File: config.mk
export PLATFORM = sky130hd
export DESIGN_NAME = char_lcd_nibble_sequencer_top
export DESIGN_NICKNAME = d
export VERILOG_FILES = /design/src/hw/rtl/clns_pkg.sv /design/src/hw/rtl/clns_front.sv /design/src/hw/rtl/clns_queue.sv /design/src/hw/rtl/clns_back.sv /design/src/hw/rtl/char_lcd_nibble_sequencer_top.sv
export SDC_FILE = /design/constraint.sdc
export NUM_CORES = 1
export LEC_CHECK = 0
export BUFFER_PORTS_ARGS = -buffer_cell sky130_fd_sc_hd__buf_4
export CAP_MARGIN = 15
export CELL_PAD_IN_SITES_DETAIL_PLACEMENT = 1
export CELL_PAD_IN_SITES_GLOBAL_PLACEMENT = 2
export CORE_MARGIN = 2
export CORE_UTILIZATION = 42
export CTS_BUF_LIST = sky130_fd_sc_hd__clkbuf_8
export DETAILED_ROUTE_END_ITERATION = 7
export HOLD_SLACK_MARGIN = 0.05
export PLACE_DENSITY_LB_ADDON = 0.2
export SYNTH_ARGS = -nofsm -noshare
export SYNTH_HDL_FRONTEND = slang
export SYNTH_SLANG_ARGS = --single-unit
File: constraint.sdc
create_clock -name clk -period 5 [get_ports clk]
set_input_delay 0.75 -clock clk [delete_from_list [all_inputs] [get_ports clk]]
set_output_delay 0.75 -clock clk [all_outputs]
set_load 0.02 [all_outputs]
File: src/hw/rtl/clns_pkg.sv
package clns_pkg;

  // Request codes on in_cmd
  localparam logic [1:0] CMD_INIT   = 2'd0;
  localparam logic [1:0] CMD_BYTE   = 2'd1;
  localparam logic [1:0] CMD_CHAR   = 2'd2;
  localparam logic [1:0] CMD_CURSOR = 2'd3;

  // Segment timing, microseconds
  localparam logic [15:0] EN_US        = 16'd5;
  localparam logic [15:0] POWERUP_US   = 16'd40000;
  localparam logic [15:0] WAKE_HOLD_US = 16'd205;   // 5 + 200
  localparam logic [15:0] CMD_HOLD_US  = 16'd45;    // 5 + 40
  localparam logic [15:0] DISP_HOLD_US = 16'd2005;  // 5 + 2000
  localparam logic [15:0] ZERO_US      = 16'd0;

  // Sequence lengths, as last step index
  localparam logic [5:0] INIT_LAST_STEP = 6'd36;
  localparam logic [5:0] BYTE_LAST_STEP = 6'd5;
  localparam logic [5:0] CHAR_LAST_STEP = 6'd7;

  // Low nibble left on the bus after init (byte 0x0F)
  localparam logic [3:0] INIT_END_NIBBLE = 4'hF;

  typedef enum logic [1:0] {
    KIND_INIT,
    KIND_CMD,
    KIND_CHAR
  } kind_t;

  // Classified request handed from front to back
  typedef struct packed {
    kind_t      kind;
    logic [7:0] data_byte;
  } desc_t;

  typedef struct packed {
    logic [3:0]  nibble;
    logic        rs;
    logic        enable;
    logic [15:0] hold_us;
    logic        last;
  } seg_t;

  // One step of a byte transfer: setup, EN high, EN low, per nibble
  function automatic seg_t byte_seg(input logic [2:0] step, input logic [7:0] b, input logic rs);
    seg_t s;
    s.nibble  = (step < 3'd3) ? b[7:4] : b[3:0];
    s.rs      = rs;
    s.enable  = (step == 3'd1) || (step == 3'd4);
    s.hold_us = EN_US;
    s.last    = 1'b0;
    return s;
  endfunction

  // Power-up init sequence, 37 steps
  function automatic seg_t init_seg(input logic [5:0] step);
    seg_t s;
    s.rs   = 1'b0;
    s.last = (step == INIT_LAST_STEP);
    // data lines
    unique case (step) inside
      [6'd1:6'd9]:   s.nibble = 4'h3;
      [6'd10:6'd15]: s.nibble = 4'h2;
      [6'd16:6'd18]: s.nibble = 4'h8;
      [6'd22:6'd24]: s.nibble = 4'hC;
      [6'd28:6'd30]: s.nibble = 4'h6;
      [6'd34:6'd36]: s.nibble = 4'hF;
      default:       s.nibble = 4'h0;
    endcase
    // EN is high in the middle segment of each nibble
    unique case (step)
      6'd2, 6'd5, 6'd8, 6'd11, 6'd14, 6'd17,
      6'd20, 6'd23, 6'd26, 6'd29, 6'd32, 6'd35: s.enable = 1'b1;
      default:                                  s.enable = 1'b0;
    endcase
    // hold times with trailing delays folded in
    unique case (step)
      6'd0:                     s.hold_us = POWERUP_US;
      6'd3, 6'd6, 6'd9:         s.hold_us = WAKE_HOLD_US;
      6'd12, 6'd18, 6'd24, 6'd30: s.hold_us = CMD_HOLD_US;
      6'd36:                    s.hold_us = DISP_HOLD_US;
      default:                  s.hold_us = EN_US;
    endcase
    return s;
  endfunction

endpackage

File: src/hw/rtl/clns_front.sv
module clns_front (
  input  logic               clk,
  input  logic               rst_n,
  input  logic               in_push,
  output logic               in_full,
  input  logic [1:0]         in_cmd,
  input  logic [7:0]         in_value,
  input  logic               in_row,
  input  logic [5:0]         in_column,
  output logic               q_push,
  input  logic               q_full,
  output clns_pkg::desc_t    q_desc
);
  import clns_pkg::*;

  logic  fr_valid_r, fr_valid_nxt;
  desc_t fr_desc_r;
  desc_t cls_desc;
  logic  accept;

  // Classify the request
  always_comb begin
    cls_desc.data_byte = in_value;
    unique case (in_cmd)
      CMD_INIT: begin
        cls_desc.kind      = KIND_INIT;
        cls_desc.data_byte = 8'h00;
      end
      CMD_BYTE:   cls_desc.kind = KIND_CMD;
      CMD_CHAR:   cls_desc.kind = KIND_CHAR;
      CMD_CURSOR: begin
        // set DDRAM address: 0x80 | (row ? 0x40 + col : col), col < 64
        cls_desc.kind      = KIND_CMD;
        cls_desc.data_byte = {1'b1, in_row, in_column};
      end
      default: begin
        cls_desc.kind      = KIND_CMD;
        cls_desc.data_byte = in_value;
      end
    endcase
  end

  // Holding stage ahead of the queue
  assign q_push  = fr_valid_r && !q_full;
  assign in_full = fr_valid_r && q_full;
  assign accept  = in_push && !in_full;
  assign q_desc  = fr_desc_r;

  always_comb begin
    fr_valid_nxt = fr_valid_r;
    if (accept) begin
      fr_valid_nxt = 1'b1;
    end else if (q_push) begin
      fr_valid_nxt = 1'b0;
    end
  end

  always_ff @(posedge clk) begin
    if (!rst_n) begin
      fr_valid_r <= 1'b0;
    end else begin
      fr_valid_r <= fr_valid_nxt;
    end
  end

  always_ff @(posedge clk) begin
    if (accept) begin
      fr_desc_r <= cls_desc;
    end
  end

endmodule

File: src/hw/rtl/clns_queue.sv
module clns_queue #(
  parameter int DEPTH = 2
) (
  input  logic            clk,
  input  logic            rst_n,
  input  logic            push,
  output logic            full,
  input  clns_pkg::desc_t wr_desc,
  output logic            valid,
  input  logic            pop,
  output clns_pkg::desc_t rd_desc
);
  import clns_pkg::*;

  localparam int PW = (DEPTH > 1) ? $clog2(DEPTH) : 1;
  localparam int CW = $clog2(DEPTH + 1);
  localparam logic [PW-1:0] PTR_MAX = PW'(DEPTH - 1);
  localparam logic [CW-1:0] CNT_MAX = CW'(DEPTH);

  desc_t         mem_r [DEPTH];
  logic [PW-1:0] wr_ptr_r, wr_ptr_nxt;
  logic [PW-1:0] rd_ptr_r, rd_ptr_nxt;
  logic [CW-1:0] cnt_r, cnt_nxt;
  logic          do_push, do_pop;

  assign full    = (cnt_r == CNT_MAX);
  assign valid   = (cnt_r != '0);
  assign do_push = push && !full;
  assign do_pop  = pop && valid;
  assign rd_desc = mem_r[rd_ptr_r];

  // Pointer and count update
  always_comb begin
    wr_ptr_nxt = wr_ptr_r;
    rd_ptr_nxt = rd_ptr_r;
    cnt_nxt    = cnt_r;
    if (do_push) begin
      wr_ptr_nxt = (wr_ptr_r == PTR_MAX) ? '0 : wr_ptr_r + 1'b1;
    end
    if (do_pop) begin
      rd_ptr_nxt = (rd_ptr_r == PTR_MAX) ? '0 : rd_ptr_r + 1'b1;
    end
    if (do_push && !do_pop) begin
      cnt_nxt = cnt_r + 1'b1;
    end else if (do_pop && !do_push) begin
      cnt_nxt = cnt_r - 1'b1;
    end
  end

  always_ff @(posedge clk) begin
    if (!rst_n) begin
      wr_ptr_r <= '0;
      rd_ptr_r <= '0;
      cnt_r    <= '0;
    end else begin
      wr_ptr_r <= wr_ptr_nxt;
      rd_ptr_r <= rd_ptr_nxt;
      cnt_r    <= cnt_nxt;
    end
  end

  always_ff @(posedge clk) begin
    if (do_push) begin
      mem_r[wr_ptr_r] <= wr_desc;
    end
  end

endmodule

File: src/hw/rtl/clns_back.sv
module clns_back (
  input  logic            clk,
  input  logic            rst_n,
  input  logic            q_valid,
  input  clns_pkg::desc_t q_desc,
  output logic            q_pop,
  output logic            out_empty,
  input  logic            out_pop,
  output logic [3:0]      out_data_nibble,
  output logic            out_rs,
  output logic            out_enable,
  output logic [15:0]     out_hold_us,
  output logic            out_last
);
  import clns_pkg::*;

  logic       ov_r, ov_nxt;
  seg_t       seg_r;
  seg_t       seg;
  logic [5:0] step_r, step_nxt;
  logic [3:0] cur_nib_r, cur_nib_nxt;
  logic       load;
  logic [2:0] char_step;

  assign char_step = 3'(step_r - 6'd1);

  // Segment for the current step of the request at the queue head
  always_comb begin
    unique case (q_desc.kind)
      KIND_INIT: seg = init_seg(step_r);
      KIND_CHAR: begin
        if (step_r == 6'd0) begin
          // raise RS with the previous nibble still on the bus
          seg.nibble  = cur_nib_r;
          seg.rs      = 1'b1;
          seg.enable  = 1'b0;
          seg.hold_us = EN_US;
          seg.last    = 1'b0;
        end else if (step_r == CHAR_LAST_STEP) begin
          // drop RS, low nibble stays
          seg.nibble  = q_desc.data_byte[3:0];
          seg.rs      = 1'b0;
          seg.enable  = 1'b0;
          seg.hold_us = ZERO_US;
          seg.last    = 1'b1;
        end else begin
          seg = byte_seg(char_step, q_desc.data_byte, 1'b1);
        end
      end
      default: begin
        seg      = byte_seg(step_r[2:0], q_desc.data_byte, 1'b0);
        seg.last = (step_r == BYTE_LAST_STEP);
      end
    endcase
  end

  // Output register advances whenever a request is waiting and the register is free or being taken
  assign load  = q_valid && (!ov_r || out_pop);
  assign q_pop = load && seg.last;

  always_comb begin
    ov_nxt      = ov_r;
    step_nxt    = step_r;
    cur_nib_nxt = cur_nib_r;
    if (out_pop && ov_r) begin
      ov_nxt = 1'b0;
    end
    if (load) begin
      ov_nxt   = 1'b1;
      step_nxt = seg.last ? 6'd0 : step_r + 6'd1;
      if (seg.last) begin
        cur_nib_nxt = (q_desc.kind == KIND_INIT) ? INIT_END_NIBBLE
                                                 : q_desc.data_byte[3:0];
      end
    end
  end

  always_ff @(posedge clk) begin
    if (!rst_n) begin
      ov_r      <= 1'b0;
      step_r    <= '0;
      cur_nib_r <= '0;
    end else begin
      ov_r      <= ov_nxt;
      step_r    <= step_nxt;
      cur_nib_r <= cur_nib_nxt;
    end
  end

  always_ff @(posedge clk) begin
    if (load) begin
      seg_r <= seg;
    end
  end

  assign out_empty       = !ov_r;
  assign out_data_nibble = seg_r.nibble;
  assign out_rs          = seg_r.rs;
  assign out_enable      = seg_r.enable;
  assign out_hold_us     = seg_r.hold_us;
  assign out_last        = seg_r.last;

endmodule

File: src/hw/rtl/char_lcd_nibble_sequencer_top.sv
// First segment of a request reaches out_ via the holding stage, queue and output register.
// Throughput: one segment per cycle while out_pop takes each; init is 37 segments, command and
// cursor 6, character 8, emitted by the back sequencer into its output register.
// Requests queue ahead of the sequencer (holding stage plus QUEUE_DEPTH entries).
// Reset (rst_n low, synchronous) empties both sides and clears the bus nibble to zero.
module char_lcd_nibble_sequencer_top #(
  parameter int QUEUE_DEPTH = 2
) (
  input  logic        clk,
  input  logic        rst_n,
  input  logic        in_push,
  output logic        in_full,
  input  logic [1:0]  in_cmd,
  input  logic [7:0]  in_value,
  input  logic        in_row,
  input  logic [5:0]  in_column,
  output logic        out_empty,
  input  logic        out_pop,
  output logic [3:0]  out_data_nibble,
  output logic        out_rs,
  output logic        out_enable,
  output logic [15:0] out_hold_us,
  output logic        out_last
);
  import clns_pkg::*;

  logic  q_push, q_full, q_valid, q_pop;
  desc_t wr_desc, rd_desc;

  // Accept and classify
  clns_front u_front (
    .clk       (clk),
    .rst_n     (rst_n),
    .in_push   (in_push),
    .in_full   (in_full),
    .in_cmd    (in_cmd),
    .in_value  (in_value),
    .in_row    (in_row),
    .in_column (in_column),
    .q_push    (q_push),
    .q_full    (q_full),
    .q_desc    (wr_desc)
  );

  // Request queue between front and back
  clns_queue #(
    .DEPTH (QUEUE_DEPTH)
  ) u_queue (
    .clk     (clk),
    .rst_n   (rst_n),
    .push    (q_push),
    .full    (q_full),
    .wr_desc (wr_desc),
    .valid   (q_valid),
    .pop     (q_pop),
    .rd_desc (rd_desc)
  );

  // Segment sequencer
  clns_back u_back (
    .clk             (clk),
    .rst_n           (rst_n),
    .q_valid         (q_valid),
    .q_desc          (rd_desc),
    .q_pop           (q_pop),
    .out_empty       (out_empty),
    .out_pop         (out_pop),
    .out_data_nibble (out_data_nibble),
    .out_rs          (out_rs),
    .out_enable      (out_enable),
    .out_hold_us     (out_hold_us),
    .out_last        (out_last)
  );

endmodule

==> impl_metrics.ini, run 1 <==
[placed_design]
hpwlAfterDp_um = 5230
place.detailed.instances = 403
numPortBuffers = 42
dp_worst_setup_slack_ns = 1.81
gp_congestion = 0.839
postPlaceCellArea_um2 = 3470

[grt]
grt_first_pass_wirelength_um = 11900
track_usage_pct = 18.2
antenna_found_initial = 0
grt_pass1_vias = 2399
overall_overflow_remaining_after_global_route = 0
grt_max_degree = 26

[sta]
final.setup.worst_slack_ns = 1.82
rsz0062_at_grt = false
report.final.hold_viol_count = 0
finalCritPeriodShare_pct = 63.6
minimum_hold_slack_ns = 0.452
fmaxAchievable_mhz = 315
setup_viol_count_final = 0
finalWorstPathRequiredPeriod_ns = 3.18
slew_violations = 0
setup_tns_ns = 0
worst-slew-pin-transition_ns = 0.920
slew_headroom_pct = 38.6
worst_case_clock_skew_ns = 0.0140

[yosys]
netlist_area_um2 = 3160
synthArstFlopShare_pct = 0
syn_area_per_cell_um2 = 11.1
synth_sequential_area_ratio_pct = 53.5
synth.top_cell.area_share_pct = 42.7
warnings_from_yosys = 0
post_synth_main_area_contributors = edfxtp_1 (43%), dfxtp_1 (11%), mux2i_1 (5.1%)
synth_enable_flop_cells = 45
synthCells = 284
number_of_unique_standard_cell_types_used_by_synthesis = 53
yosys_register_bits = 62
synth_largest_area_cell = edfxtp_1
synth_flop_cell = edfxtp_1

[clocking]
htree_levels = 3
post_cts.resized_instances = 0
post_cts.repair.setup_buffers = 0
root_buffer = clkbuf_8
cts.clk_slew.worst_paths_ns = 0.08
holdBufCountCts = 0
cts_inserted_buffers = 9
worst_skew_pair.late_latency_ns = 0.35
clock_sink_count = 62
tritoncts = built
clock_tree.buffer_depth = 2

[floorplanning]
die_width_um = 90.8
die_area_um2 = 8240
pin_count = 46
core-area_um2 = 7250
floorplan.die.height_um = 90.8
floorplan.rows = 31
initial_core_util_pct = 43.6

[drt]
drt_pass1_iterations = 4
drt-wirelength-per-cell_um = 16.9
drt-vias-per-instance = 5.43
route.vias.total = 2277
drt-total-wl_um = 7080
ant_nets = 0
drc = 0
first_iteration_detailed_routing_drc_count = 74

[finish]
syn2layout_area_growth_pct = 15.4
final_instance_area_um2 = 3650
multiInputGateArea_um2 = 1290
nets = 346
final_layout_size_suffix_gt1_share_pct = 21.6
layout.cells.non_filler = 419
seq_area_um2 = 1690
antenna_cells_inserted = 0
nFillCells = 812

[outcome]
outcome = complete, no violations

[worst_setup_path]
cp.required_ns = 5.26
setup.worst_path.end_class = flop
cp_cell_sequence = inv_1, ha_1, and2_1, nand3_1, a221o_1, nor2_1, inv_1, ha_1, or3_1, a21oi_1
startpoint_class = flop
crit_fanout = 14
crit_arrival_ns = 3.44
timing.setup.critical_path_class = flop to flop
crit_path_top_delay_cell = dfxtp_1
cpPeakStageDelay_ns = 0.45

[run]
timing.max_cap.violations = 0

[pwr]
power.share.clock_pct = 21.6
power_frac_comb_pct = 36.7
power.static_leakage_nw = 1.37
total_internal_power_mw = 1.17
share_seq_of_total_power_pct = 41.7
netSwitchingPower_mw = 0.735
worst_vdd_drop_uv = 194
netSwitchingFraction_pct = 38.6
powerDensity_nw_per_um2 = 522

[min_path]
timing.hold.worst.class = flop to flop
-- area by class of cell --
cell class,count,share of cell area (%)
inverters,13,1.34
repair buffers,42,8.64
flip-flops and latches,62,46.3
clock buffers,9,3.39
well taps,99,3.39
clock inverters,7,1.58
multi-input cells,187,35.3
-- worst paths after layout --
check	depth (start not counted)	to	startpoint	slack, ns
setup reg to reg	10	u_queue.cnt_r[1]	u_back.step_r[1]	1.82
hold / removal	0	u_queue.mem_r[0][2]	u_front.q_desc[2]	0.45
setup / recovery	10	u_queue.cnt_r[1]	u_back.step_r[1]	1.82
hold reg to reg	0	u_queue.mem_r[0][2]	u_front.q_desc[2]	0.45
-- power by group through the flow --
stage | logic, mW | clock network (mW) | registers (mW)
after floorplan | 0.436 | 0 | 0.850
after global placement | 0.688 | 0 | 0.796
after detailed placement | 0.706 | 0 | 0.810
after CTS | 0.708 | 0.423 | 0.797
after global routing | 0.764 | 0.439 | 0.815
final | 0.699 | 0.412 | 0.795
-- cells in the mapped netlist (4+ instances only) --
master and count:
a21oi_1 16, a22o_1 7, a311oi_1 4, buf_2 4
buf_4 8, clkbuf_1 9, dfxtp_1 17, edfxtp_1 45
ha_1 10, inv_1 11, mux2i_1 16, nand2_1 14
nand3_1 8, nor2_1 24, nor2b_1 10, o211ai_1 5
o21ai_0 11, o221ai_1 4, xor2_1 6
-- flip-flops by register name, summed over array words and instances (netlist names), named ones only --
name / cells
u_back.cur_nib_r: 4
u_queue.wr_ptr_r: 1
u_queue.rd_ptr_r: 1
u_front.q_desc: 10
u_back.out_rs: 1
u_back.out_data_nibble: 4
u_queue.mem_r: 20
u_back.out_enable: 1
u_back.ov_r: 1
u_back.out_last: 1
u_back.step_r: 6
u_front.fr_valid_r: 1
u_queue.cnt_r: 2
u_back.out_hold_us: 8
-- per-stage QoR --
stage,util (%),power (mW)
floorplan,-,1.29
global placement,47.8,1.48
detailed placement,47.8,1.52
CTS,50.3,1.93
global route,50.3,2.02
finish,50.3,1.91
-- worst max-delay path, delay by kind of cell (launching register included) --
family	cells	cell delay, ns
buffers and inverters	2	0.27
DFF	1	0.45
adders and majority gates	2	0.65
AOI/OAI and AO/OA	2	0.60
and+or+nand+nor	4	1.10
-- cell usage in the layout (no fill, tap or decap), types with 2 or more instances in the layout --
cell type	Yosys	layout
and2_1	3	3
a211o_1	2	2
clkinvlp_4	0	2
inv_1	11	11
nor3_1	3	3
inv_6	0	2
or3_1	3	3
a311oi_1	4	4
nand2_1	14	14
a22o_1	7	7
o211ai_1	5	5
o21ai_0	11	11
edfxtp_1	45	45
nand4_1	2	2
xor2_1	6	6
a21oi_1	16	16
o22ai_1	2	2
o211a_1	3	3
nand3_1	8	8
clkbuf_8	0	9
mux2_2	3	3
dfxtp_1	17	17
a2bb2oi_1	2	2
and3b_1	2	2
nor2_1	24	24
nand2b_1	3	3
mux2i_1	16	16
a31oi_1	3	3
nor2b_1	10	10
nor2_2	2	2
ha_1	10	10
conb_1	1	3
buf_4	8	42
o221ai_1	4	4
-- cells by family after synthesis --
logic type	count (synthesis)	synth area share, %
multiplexers	19	6.13
AND/OR/NAND/NOR	79	12.5
adder cells (fa/ha/maj)	10	3.96
flip-flops	62	53.5
other	1	0.119
buffers and inverters	37	5.98
XOR/XNOR	6	1.66
AO/OA/AOI/OAI	70	16.1
-- layer usage --
| layer | routed length [um] | up-vias | track usage [%] |
|---|---|---|---|
| met5 | 0 | - | 0 |
| met1 | 3010 | 1105 | 21.0 |
| li1 | - | 1100 | - |
| met2 | 3650 | 59 | 33.0 |
| met4 | 129 | 0 | 7.69 |
| met3 | 291 | 13 | 3.51 |
Power figures use the tool's default switching activity.
==> run 2: changes to the inputs <==
CORE_UTILIZATION = 35   (was 42)
clock period = 2.6 ns   (was 5 ns; I/O delays follow)
==> run 2 against run 1 <==
  * Flip-flop and latch count unchanged
  * Sequential power increased by 89%
  * Cell area increased by 5.1%
  * Highest routed layer unchanged
  * Largest cell class unchanged
==> impl_metrics.ini, run 2 (synthesized netlist as in run 1, its figures left out) <==
[finish]
final_layout_size_suffix_gt1_share_pct = 27.3
final_instance_area_um2 = 3840
largest_register = u_queue.mem_r
most_used_cells_in_the_layout_excluding_fill_and_tap_cells = buf_4 (59), edfxtp_1 (45), nor2_1 (23)
antenna_cells_inserted = 0
nets = 363
layout_commonest_cell = buf_4
syn2layout_area_growth_pct = 21.4
max_reg_flops = 20

[min_path]
timing.hold.worst.class = input port to flop
worst_hold_path.num_cells = 3

[worst_setup_path]
crit_fanout = 11
setup.worst_path.end_class = flop
timing.setup.critical_path_class = flop to flop
cp.required_ns = 2.86
worst-r2r-cell-count = 10
crit_arrival_ns = 2.69
startpoint_class = flop

[clocking]
cts_inserted_buffers = 9
root_buffer = clkbuf_8
clock_tree.buffer_depth = 2
holdBufCountCts = 0
clock_sink_count = 62
post_cts.resized_instances = 0
htree_levels = 3
worst_skew_pair.late_latency_ns = 0.34
post_cts.repair.setup_buffers = 0
tritoncts = built
cts.clk_slew.worst_paths_ns = 0.07

[drt]
drt-vias-per-instance = 5.13
drc = 0
first_iteration_detailed_routing_drc_count = 88
drt-wirelength-per-cell_um = 15.7
drt_pass1_iterations = 5
ant_nets = 0
route.vias.total = 2281
drt-total-wl_um = 7000

[sta]
slew_headroom_pct = 58.0
slew_violations = 0
setup_viol_count_final = 0
rsz0062_at_grt = false
finalWorstPathRequiredPeriod_ns = 2.42
setup_tns_ns = 0
final.setup.worst_slack_ns = 0.176
worst_case_clock_skew_ns = 0.00574
fmaxAchievable_mhz = 412
worst-slew-pin-transition_ns = 0.630
finalCritPeriodShare_pct = 93.2
report.final.hold_viol_count = 0

[grt]
grt_max_degree = 23
track_usage_pct = 15.3
grt_pass1_vias = 2331
overall_overflow_remaining_after_global_route = 0
grt_first_pass_wirelength_um = 11700
antenna_found_initial = 0

[pwr]
worst_vdd_drop_uv = 339
powerDensity_nw_per_um2 = 1010
power.static_leakage_nw = 1.48

[placed_design]
postPlaceCellArea_um2 = 3620
gp_congestion = 0.833
hpwlAfterDp_um = 5110
numPortBuffers = 42
dp_worst_setup_slack_ns = 0.133

[floorplanning]
floorplan.rows = 34
core-area_um2 = 8720
die_area_um2 = 9810
pin_count = 46
die_width_um = 99.0
initial_core_util_pct = 36.3
floorplan.die.height_um = 99.0

[run]
timing.max_cap.violations = 0

[outcome]
outcome = complete, no violations
run 2: final timing paths:
kind / start / to / slack [ns]
setup / recovery: u_back.step_r[0] / u_queue.cnt_r[1] / 0.18
hold / removal: in_push / u_front.fr_valid_r / 0.26
setup reg to reg: u_back.step_r[0] / u_queue.cnt_r[1] / 0.18
hold reg to reg: u_front.q_desc[5] / u_queue.mem_r[1][5] / 0.45
run 2: where the power goes:
part	total (mW)	internal [mW]	switching, mW
Sequential	1.50	1.37	0.133
Combinational	1.43	0.585	0.850
Clock	0.945	0.542	0.402
Total	3.88	2.50	1.39
run 2: worst max-delay path, stage by stage, from the launching register on:
cell and delay, ns:
dfxtp_2 0.39, inv_2 0.10, ha_1 0.17, and2_4 0.16, nand3_2 0.08, a221o_1 0.40, nor2_2 0.15, inv_1 0.05
ha_1 0.33, or3_1 0.36, a21oi_1 0.14
run 2: cell type report:
type	count	area, um2
tap	108	135
sequential	62	1690
timing repair buffer	59	443
fill	972	4880
clock inverter	7	95.1
inverter	13	48.8
multi-input combinational	187	1300
clock buffer	9	124
run 2: per-stage QoR:
step,utilization (%),power [mW],hold slack [ns],cells
5_1_grt,44.0,4.12,0.253,445
3_3_place_gp,41.5,2.95,0.423,429
2_1_floorplan,-,2.49,0.421,286
3_5_place_dp,41.5,2.97,0.433,429
4_1_cts,44.0,3.93,0.249,445
6_report,44.0,3.88,0.262,445
run 2: metal layers:
| metal | global-route usage (%) | share of wire, % |
|---|---|---|
| met1 | 17.9 | 44 |
| met2 | 26.8 | 50 |
| met3 | 3.76 | 4.5 |
| met4 | 6.01 | 1.7 |
| met5 | 0 | 0 |
==> run 3: changes to the inputs <==
CORE_MARGIN = not set   (was 2)
PLACE_DENSITY = 0.85   (was not set)
PLACE_DENSITY_LB_ADDON = not set   (was 0.2)
==> run 3 against run 2 <==
  * Via count up 2.5%
  * Wire length up 1.6%
  * Fmax up 1.5%
  * Register-to-register slack better by 0.04 ns
  * Global-route usage up 0.56 points
  * Die area down 4.0%
  * Clock power down 14%
  * Cell count down 0.45%
  * Power down 3.4%
  * Cell area down 1.2%
  * Critical endpoint unchanged
==> impl_metrics.ini, run 3 (synthesized netlist as in run 1, its figures left out) <==
[finish]
max_reg_flops = 20
final_layout_size_suffix_gt1_share_pct = 26.3
multiInputGateArea_um2 = 1300
syn2layout_area_growth_pct = 19.9
nets = 361
largest_register = u_queue.mem_r
antenna_cells_inserted = 0
most_used_cells_in_the_layout_excluding_fill_and_tap_cells = buf_4 (57), edfxtp_1 (45), nor2_1 (23)
layout_commonest_cell = buf_4
seq_area_um2 = 1690
layout.core_utilization_pct = 43.5
nFillCells = 970

[drt]
dr.max_layer_used = met4
wl_met2_um = 3610
drc = 0
met3RoutedLength_um = 281
drt-wirelength-per-cell_um = 16.1
drt-met1-wl_um = 3070
drt-total-wl_um = 7110
drt_pass1_iterations = 4
drt-vias-per-instance = 5.28
route.vias.total = 2338
ant_nets = 0
first_iteration_detailed_routing_drc_count = 68

[pwr]
power.share.clock_pct = 21.7
power.static_leakage_nw = 1.46
netSwitchingFraction_pct = 36.4
share_seq_of_total_power_pct = 40.2
powerDensity_nw_per_um2 = 989
total_internal_power_mw = 2.38
netSwitchingPower_mw = 1.36
power_frac_comb_pct = 38.1
worst_vdd_drop_uv = 292

[clocking]
cts_inserted_buffers = 9
clock_sink_count = 62
clock_tree.buffer_depth = 2
holdBufCountCts = 0
post_cts.repair.setup_buffers = 0
cts.clk_slew.worst_paths_ns = 0.07
tritoncts = built
worst_skew_pair.late_latency_ns = 0.35
root_buffer = clkbuf_8
htree_levels = 3

[grt]
grt_pass1_vias = 2475
track_usage_pct = 15.8
grt_first_pass_wirelength_um = 11700
overall_overflow_remaining_after_global_route = 0
antenna_found_initial = 0
grt_max_degree = 22

[sta]
worst_case_clock_skew_ns = 0.00845
setup_viol_count_final = 0
rsz0062_at_grt = false
finalCritPeriodShare_pct = 91.8
slew_headroom_pct = 43.4
slew_violations = 0
finalWorstPathRequiredPeriod_ns = 2.39
report.final.hold_viol_count = 0
fmaxAchievable_mhz = 419
setup_tns_ns = 0
worst-slew-pin-transition_ns = 0.847

[floorplanning]
die_area_um2 = 9420
floorplan.rows = 34
pin_count = 46
die_width_um = 97.0
core-area_um2 = 8720
initial_core_util_pct = 36.3
floorplan.die.height_um = 97.0

[worst_setup_path]
crit_arrival_ns = 2.65
cp.required_ns = 2.86
crit_fanout = 11
startpoint_class = flop
setup.worst_path.end_class = flop
timing.setup.critical_path_class = flop to flop

[min_path]
timing.hold.worst.class = input port to flop

[run]
timing.max_cap.violations = 0

[placed_design]
gp_congestion = 0.868
hpwlAfterDp_um = 5270
numPortBuffers = 42

[outcome]
outcome = complete, no violations
[run 3: worst max-delay path: stages, from the launching register on]
cell	delay (ns)
dfxtp_2	0.39
inv_2	0.11
ha_1	0.17
and2_4	0.16
nand3_2	0.08
a221o_1	0.38
nor2_2	0.13
inv_1	0.05
ha_1	0.33
or3_1	0.35
a21oi_1	0.14
[run 3: worst paths after layout]
kind	start	endpoint	slack [ns]	depth (start not counted)
setup reg to reg	u_back.step_r[0]	u_queue.cnt_r[1]	0.21	10
hold / removal	in_push	u_front.fr_valid_r	0.27	3
hold reg to reg	u_front.q_desc[4]	u_queue.mem_r[0][4]	0.45	0
setup / recovery	u_back.step_r[0]	u_queue.cnt_r[1]	0.21	10
[run 3: cell type report]
type,instances,share of cell area (%)
multi-input combinational,187,34.3
clock buffer,9,3.27
inverter,13,1.29
timing repair buffer,57,11.3
sequential,62,44.7
tap,108,3.56
clock inverter,7,1.68
[run 3: power by group through the flow]
| stage | combinational, mW | sequential, mW | clock, mW |
|---|---|---|---|
| 2_1_floorplan | 0.856 | 1.63 | 0 |
| 3_3_place_gp | 1.42 | 1.51 | 0 |
| 3_5_place_dp | 1.44 | 1.53 | 0 |
| 4_1_cts | 1.45 | 1.51 | 0.836 |
| 5_1_grt | 1.55 | 1.54 | 0.875 |
| 6_report | 1.43 | 1.51 | 0.815 |
[run 3: routing by layer]
metal	track usage, %	vias up
met5	0	-
met1	17.5	1134
li1	-	1135
met3	4.91	15
met2	28.1	54
met4	6.31	0
[run 3: per-stage QoR]
stage	hold slack (ns)	total power, mW	std cells	area, um2	setup WS [ns]
2_1_floorplan	0.421	2.49	286	3190	0.0193
6_report	0.272	3.75	443	3790	0.212
3_3_place_gp	0.424	2.93	427	3600	0.234
5_1_grt	0.275	3.96	443	3790	0.0737
4_1_cts	0.259	3.79	443	3790	0.127
3_5_place_dp	0.441	2.97	427	3600	0.162
[run 3: timing repair]
action                                 4_1_cts  5_1_grt
setup endpoints to repair                    0        1
endpoints found under the hold margin        0        0
resized for setup                            0        1
